### config.mk
export PLATFORM = sky130hd
export DESIGN_NAME = rtcde_day_count
export DESIGN_NICKNAME = d
export VERILOG_FILES = /design/src/hdl/rtcde_pkg.sv /design/src/hdl/rtcde_day_count.sv
export SDC_FILE = /design/constraint.sdc
export NUM_CORES = 2
export LEC_CHECK = 0
export ABC_CLOCK_PERIOD_IN_PS = 15300
export CORE_MARGIN = 2
export CORE_UTILIZATION = 55
export DETAILED_ROUTE_END_ITERATION = 6
export DONT_BUFFER_PORTS = 1
export GPL_ROUTABILITY_DRIVEN = 1
export PLACE_DENSITY_LB_ADDON = 0.3
export SLEW_MARGIN = 5
export SYNTH_ARGS = -nofsm -noshare
export SYNTH_HDL_FRONTEND = slang
export SYNTH_SLANG_ARGS = --single-unit
### constraint.sdc
create_clock -name clk -period 15.3 [get_ports clk]
set_input_delay 3.06 -clock clk [delete_from_list [all_inputs] [get_ports clk]]
set_output_delay 3.06 -clock clk [all_outputs]
set_load 0.02 [all_outputs]
### src/hdl/rtcde_pkg.sv
// shared types, constants and helpers for the rtc date to epoch seconds unit
`default_nettype none

package rtcde_pkg;

  // raw field positions in the low time word
  localparam int unsigned SEC_LSB   = 4;
  localparam int unsigned MIN_LSB   = 10;
  localparam int unsigned HOUR_LSB  = 16;
  localparam int unsigned DAY_LSB   = 21;
  localparam int unsigned MONTH_LSB = 26;

  // calendar constants
  localparam logic [10:0] YEAR_BASE    = 11'd1900;
  localparam logic [10:0] YEAR_MIN     = 11'd1970;
  localparam logic [8:0]  ERA_YEARS    = 9'd400;
  localparam logic [17:0] ERA_DAYS     = 18'd146097;
  localparam logic [19:0] EPOCH_OFFSET = 20'd719468;
  localparam logic [16:0] SECS_PER_DAY = 17'd86400;
  localparam logic [11:0] SECS_PER_HR  = 12'd3600;
  localparam logic [5:0]  SECS_PER_MIN = 6'd60;
  localparam logic [8:0]  DAYS_PER_YR  = 9'd365;

  // widths of the datapath
  localparam int unsigned YEAR_W  = 33;
  localparam int unsigned QIN_W   = YEAR_W - 4;
  localparam int unsigned ERA_W   = 25;
  localparam int unsigned YOE_W   = 9;
  localparam int unsigned DOY_W   = 9;
  localparam int unsigned DOE_W   = 18;
  localparam int unsigned TOD_W   = 17;
  localparam int unsigned EDAY_W  = ERA_W + 18;
  localparam int unsigned DAYS_W  = 42;
  localparam int unsigned HALF_W  = DAYS_W / 2;
  localparam int unsigned PART_W  = HALF_W + 17;
  localparam int unsigned EPOCH_W = 57;

  // y / 400 == (y >> 4) / 25, exact reciprocal for a 29-bit dividend
  localparam int unsigned DIV25_SHIFT = QIN_W + 5;
  localparam logic [29:0] DIV25_MUL   = 30'd687194768;
  localparam int unsigned PROD_W      = QIN_W + 30;

  // control that travels down the pipeline
  typedef struct packed {
    logic vld;
    logic ok;
  } ctl_t;

  // days from march 1 to the first of the month, march-based month index
  function automatic logic [8:0] month_start_doy(input logic [3:0] mp);
    logic [8:0] d;
    case (mp)
      4'd0:    d = 9'd0;
      4'd1:    d = 9'd31;
      4'd2:    d = 9'd61;
      4'd3:    d = 9'd92;
      4'd4:    d = 9'd122;
      4'd5:    d = 9'd153;
      4'd6:    d = 9'd184;
      4'd7:    d = 9'd214;
      4'd8:    d = 9'd245;
      4'd9:    d = 9'd275;
      4'd10:   d = 9'd306;
      4'd11:   d = 9'd337;
      default: d = 9'd0;
    endcase
    return d;
  endfunction

  // whole centuries in a year of era, 0 to 3
  function automatic logic [1:0] centuries(input logic [YOE_W-1:0] yoe);
    logic [1:0] c;
    if (yoe >= 9'd300) begin
      c = 2'd3;
    end else if (yoe >= 9'd200) begin
      c = 2'd2;
    end else if (yoe >= 9'd100) begin
      c = 2'd1;
    end else begin
      c = 2'd0;
    end
    return c;
  endfunction

endpackage

`default_nettype wire

### src/hdl/rtcde_day_count.sv
// three stage pipeline from shifted year and day of year to days since epoch
`default_nettype none

module rtcde_day_count
  import rtcde_pkg::*;
(
  input  wire logic              clk,
  input  wire logic              rst_n,
  input  wire ctl_t              ctl_i,
  input  wire logic [YEAR_W-1:0] year_i,
  input  wire logic [DOY_W-1:0]  doy_i,
  input  wire logic [TOD_W-1:0]  tod_i,
  output ctl_t                   ctl_o,
  output logic      [DAYS_W-1:0] days_o,
  output logic      [TOD_W-1:0]  tod_o
);

  // stage a: era by reciprocal multiply
  ctl_t              a_ctl_r;
  logic [YEAR_W-1:0] a_year_r;
  logic [DOY_W-1:0]  a_doy_r;
  logic [TOD_W-1:0]  a_tod_r;
  logic [ERA_W-1:0]  a_era_r;
  logic [PROD_W-1:0] a_prod;
  logic [ERA_W-1:0]  a_era_nxt;

  assign a_prod    = PROD_W'(year_i[YEAR_W-1:4]) * PROD_W'(DIV25_MUL);
  assign a_era_nxt = a_prod[DIV25_SHIFT +: ERA_W];

  always_ff @(posedge clk) begin
    if (!rst_n) begin
      a_ctl_r <= '0;
    end else begin
      a_ctl_r <= ctl_i;
    end
    a_year_r <= year_i;
    a_doy_r  <= doy_i;
    a_tod_r  <= tod_i;
    a_era_r  <= a_era_nxt;
  end

  // stage b: day of era and era days
  ctl_t              b_ctl_r;
  logic [TOD_W-1:0]  b_tod_r;
  logic [DOE_W-1:0]  b_doe_r;
  logic [EDAY_W-1:0] b_eday_r;
  logic [YEAR_W-1:0] b_era_years;
  logic [YEAR_W-1:0] b_yoe_full;
  logic [YOE_W-1:0]  b_yoe;
  logic [DOE_W-1:0]  b_doe_nxt;
  logic [EDAY_W-1:0] b_eday_nxt;

  assign b_era_years = YEAR_W'(a_era_r) * YEAR_W'(ERA_YEARS);
  assign b_yoe_full  = a_year_r - b_era_years;
  assign b_yoe       = b_yoe_full[YOE_W-1:0];
  assign b_doe_nxt   = DOE_W'(b_yoe) * DOE_W'(DAYS_PER_YR)
                     + DOE_W'(b_yoe[YOE_W-1:2])
                     - DOE_W'(centuries(b_yoe))
                     + DOE_W'(a_doy_r);
  assign b_eday_nxt  = EDAY_W'(a_era_r) * EDAY_W'(ERA_DAYS);

  always_ff @(posedge clk) begin
    if (!rst_n) begin
      b_ctl_r <= '0;
    end else begin
      b_ctl_r <= a_ctl_r;
    end
    b_tod_r  <= a_tod_r;
    b_doe_r  <= b_doe_nxt;
    b_eday_r <= b_eday_nxt;
  end

  // stage c: total days, shifted to the 1970 epoch
  ctl_t              c_ctl_r;
  logic [TOD_W-1:0]  c_tod_r;
  logic [DAYS_W-1:0] c_days_r;
  logic [EDAY_W-1:0] c_days_full;

  assign c_days_full = b_eday_r + EDAY_W'(b_doe_r) - EDAY_W'(EPOCH_OFFSET);

  always_ff @(posedge clk) begin
    if (!rst_n) begin
      c_ctl_r <= '0;
    end else begin
      c_ctl_r <= b_ctl_r;
    end
    c_tod_r  <= b_tod_r;
    c_days_r <= c_days_full[DAYS_W-1:0];
  end

  assign ctl_o  = c_ctl_r;
  assign days_o = c_days_r;
  assign tod_o  = c_tod_r;

endmodule

`default_nettype wire

==> flow_summary.toml <==
[yosys]
synth_top_cell_area_share = 0.3152
ys_types = 69
syn-num-nets = 4108
synth.area.top_cells = "sky130_fd_sc_hd__fa_1, sky130_fd_sc_hd__ha_1, sky130_fd_sc_hd__dfxtp_1"
post_synth_instance_area_um2 = 29600
instance_count_of_the_mapped_netlist = 2931
yosys_warn_count = 0
synth-main-ff-cell = "sky130_fd_sc_hd__dfxtp_1"
yosysSeqAreaShare = 0.1366
ys_seq_elements = 202
ys_async_sr_fraction = 0
yosysTopAreaCell = "sky130_fd_sc_hd__fa_1"
synth_edf_count = 0
synth_area_per_cell_um2 = 10.10

[floorplanning]
area_of_the_core_region_um2 = 53500
die_area_um2 = 55690
io-pin-count = 124
initial_core_util = 0.5533
dieHeight_um = 236.0
die_w_um = 236.0
fp-row-count = 85

[layout]
layout.nets = 4119
layout.cells.non_filler = 3655
fillCellCount = 4672
fraction_of_layout_instances_using_a_drive_strength_above_1 = 0.02298
antenna_cells_inserted = 0
mostFrequentLayoutCell = "sky130_fd_sc_hd__inv_1"
final_cell_mix = "sky130_fd_sc_hd__inv_1, sky130_fd_sc_hd__ha_1, sky130_fd_sc_hd__fa_1, sky130_fd_sc_hd__dfxtp_1, sky130_fd_sc_hd__a21oi_1"
syn2layout_area_growth_pct = 5.428

[worst_setup_path]
setup.worst_path.class = "primary input to flip-flop"
setup.worst_path.start_class = "primary input"
critPathArrivalTime_ns = 8.89
critical_path.max_fanout = 9
critical_path_required_ns = 15.74
cp-end-kind = "flip-flop"

[clock_network]
tritoncts_num_sinks = 202
setup_bufs_post_cts = 0
clk-insertion-delay-late_ns = 0.52
cts_htree_levels = 1
cts-buffers-inserted = 23
cts.reportedPaths.clkPinSlew_ns = 0.06
post_cts_hold_buffer_count = 0
ctsRootBufferMaster = "sky130_fd_sc_hd__clkbuf_16"
tritoncts = "yes"
cts_repair_resize_count = 0
max-clock-path-buffers = 3

[placed_design]
routability_cong = 0.9162
dp.final_hpwl_mm = 60.36
number_of_buffer_cells_added_on_primary_ports = 0
placed_cells = 3613
dpl_worst_slack_ns = 6.347

[job]
cap_violations = 0

[route]
number_of_drc_markers_after_the_initial_detailed_route_iteration = 780
wirelength_mm = 68.94
dr_total_vias = 19270
route.detailed.drc = 0
dr.pass1.iters = 5
vias_per_cell = 5.271
ant_nets = 0
wl_per_cell_um = 18.86

[global_route]
globalRoute.totalOverflow = 0
grt_pass1_wl_mm = 111.4
grt_pass1_vias = 21280
grt_antenna_before_repair = 0
pin_count_of_the_biggest_net_entering_global_routing = 17
global_route.usage.total = 0.2554

[timing]
rsz_0062_raised_after_global_routing = "no"
period_minus_slack_ns = 8.446
fmax_mhz = 118.4
timing.final.crit_share = 0.5520
report.final.setup_viol = 0
fin_tns_setup_ns = 0
slew_at_the_pin_closest_to_its_max_slew_limit_ns = 0.7965
timing.slew.headroom = 0.4672
timing_hold_violations_final = 0
final_max_slew_viol_count = 0
final.setup.worst_slack_ns = 6.854
worst_clock_skew_ns = 0.01203

[run_status]
run_status = "finished clean"

[hold_path]
worstHoldPathType = "flip-flop to flip-flop"
[registers in the layout, summed over array words and instances, names as in the netlist]
signal and count:
a_doy_r 9, days_o 42, b_eday_r 42, b_tod_r 17, a_tod_r 17, a_ctl_r 2
a_year_r 9, b_doe_r 18, a_era_r 25, tod_o 17, b_ctl_r 2, ctl_o 2
[final cells by class]
class | instances | area (um2) | share of cell area
clock buffer | 26 | 596.8 | 0.01913
clock inverter | 16 | 188.9 | 0.006055
inverter | 841 | 3157 | 0.1012
multi-input combinational | 1873 | 22340 | 0.7159
sequential | 202 | 4044 | 0.1296
tap | 696 | 870.8 | 0.02791
timing repair buffer | 1 | 7.507 | 0.0002406
[worst max-delay path: stages]
cell and delay (ns):
sky130_fd_sc_hd__ha_1 0.49, sky130_fd_sc_hd__fa_1 0.51, sky130_fd_sc_hd__fa_1 0.51, sky130_fd_sc_hd__fa_1 0.47
sky130_fd_sc_hd__fa_1 0.49, sky130_fd_sc_hd__fa_1 0.49, sky130_fd_sc_hd__inv_1 0.05, sky130_fd_sc_hd__fa_1 0.47
sky130_fd_sc_hd__inv_1 0.04, sky130_fd_sc_hd__ha_1 0.37, sky130_fd_sc_hd__nand4_1 0.23, sky130_fd_sc_hd__nor2_1 0.23
sky130_fd_sc_hd__o2111ai_1 0.13, sky130_fd_sc_hd__a31oi_1 0.27, sky130_fd_sc_hd__o21ai_1 0.16, sky130_fd_sc_hd__a21oi_1 0.38
sky130_fd_sc_hd__nor2_1 0.14, sky130_fd_sc_hd__a41o_1 0.24, sky130_fd_sc_hd__a211oi_1 0.15
[cell usage after synthesis (21+ instances only)]
| master | instances |
|---|---|
| sky130_fd_sc_hd__nor2_1 | 53 |
| sky130_fd_sc_hd__xnor2_1 | 93 |
| sky130_fd_sc_hd__dfxtp_1 | 202 |
| sky130_fd_sc_hd__fa_1 | 466 |
| sky130_fd_sc_hd__o21ai_0 | 37 |
| sky130_fd_sc_hd__xor2_1 | 37 |
| sky130_fd_sc_hd__a21o_1 | 69 |
| sky130_fd_sc_hd__nand4_1 | 21 |
| sky130_fd_sc_hd__nand2_1 | 78 |
| sky130_fd_sc_hd__ha_1 | 648 |
| sky130_fd_sc_hd__a21oi_1 | 131 |
| sky130_fd_sc_hd__inv_1 | 841 |
| sky130_fd_sc_hd__nand3_1 | 23 |
[cell families (layout without fill, tap and decap cells)]
group                    Yosys count  in the layout  share of synthesized area
buffers and inverters            856            884                     0.1086
AO/OA/AOI/OAI                    375            375                    0.08510
multiplexers                       1              1                  0.0003382
XOR/XNOR                         130            130                    0.03847
AND/OR/NAND/NOR                  253            253                    0.04177
flip-flops                       202            202                     0.1366
adder cells (fa/ha/maj)         1114           1114                     0.5891
[worst paths after layout]
| path | from | endpoint | slack (ns) | cells after the start |
|---|---|---|---|---|
| max | year_i[15] | a_era_r[18] | 6.85 | 19 |
| min | a_tod_r[16] | b_tod_r[16] | 0.33 | 0 |
| max reg2reg | a_era_r[1] | b_doe_r[16] | 7.98 | 32 |
| min reg2reg | a_tod_r[16] | b_tod_r[16] | 0.33 | 0 |
[stage by stage]
step	area, um2	utilization	hold WS, ns
after floorplan	29600	-	0.3096
after global placement	30420	0.5686	0.3098
after detailed placement	30420	0.5686	0.3121
after CTS	31200	0.5833	0.3273
after global routing	31200	0.5833	0.3312
final	31200	0.5833	0.3269
[routing by layer]
metal  GRT usage  wire length [um]
met1      0.3143             29490
met2      0.4696             34740
met3     0.02820              2592
met4     0.07566              2116
met5           0                 0
Power is not shown: default switching activity piles up to over one toggle a cycle in this logic, so the estimate is an artifact.
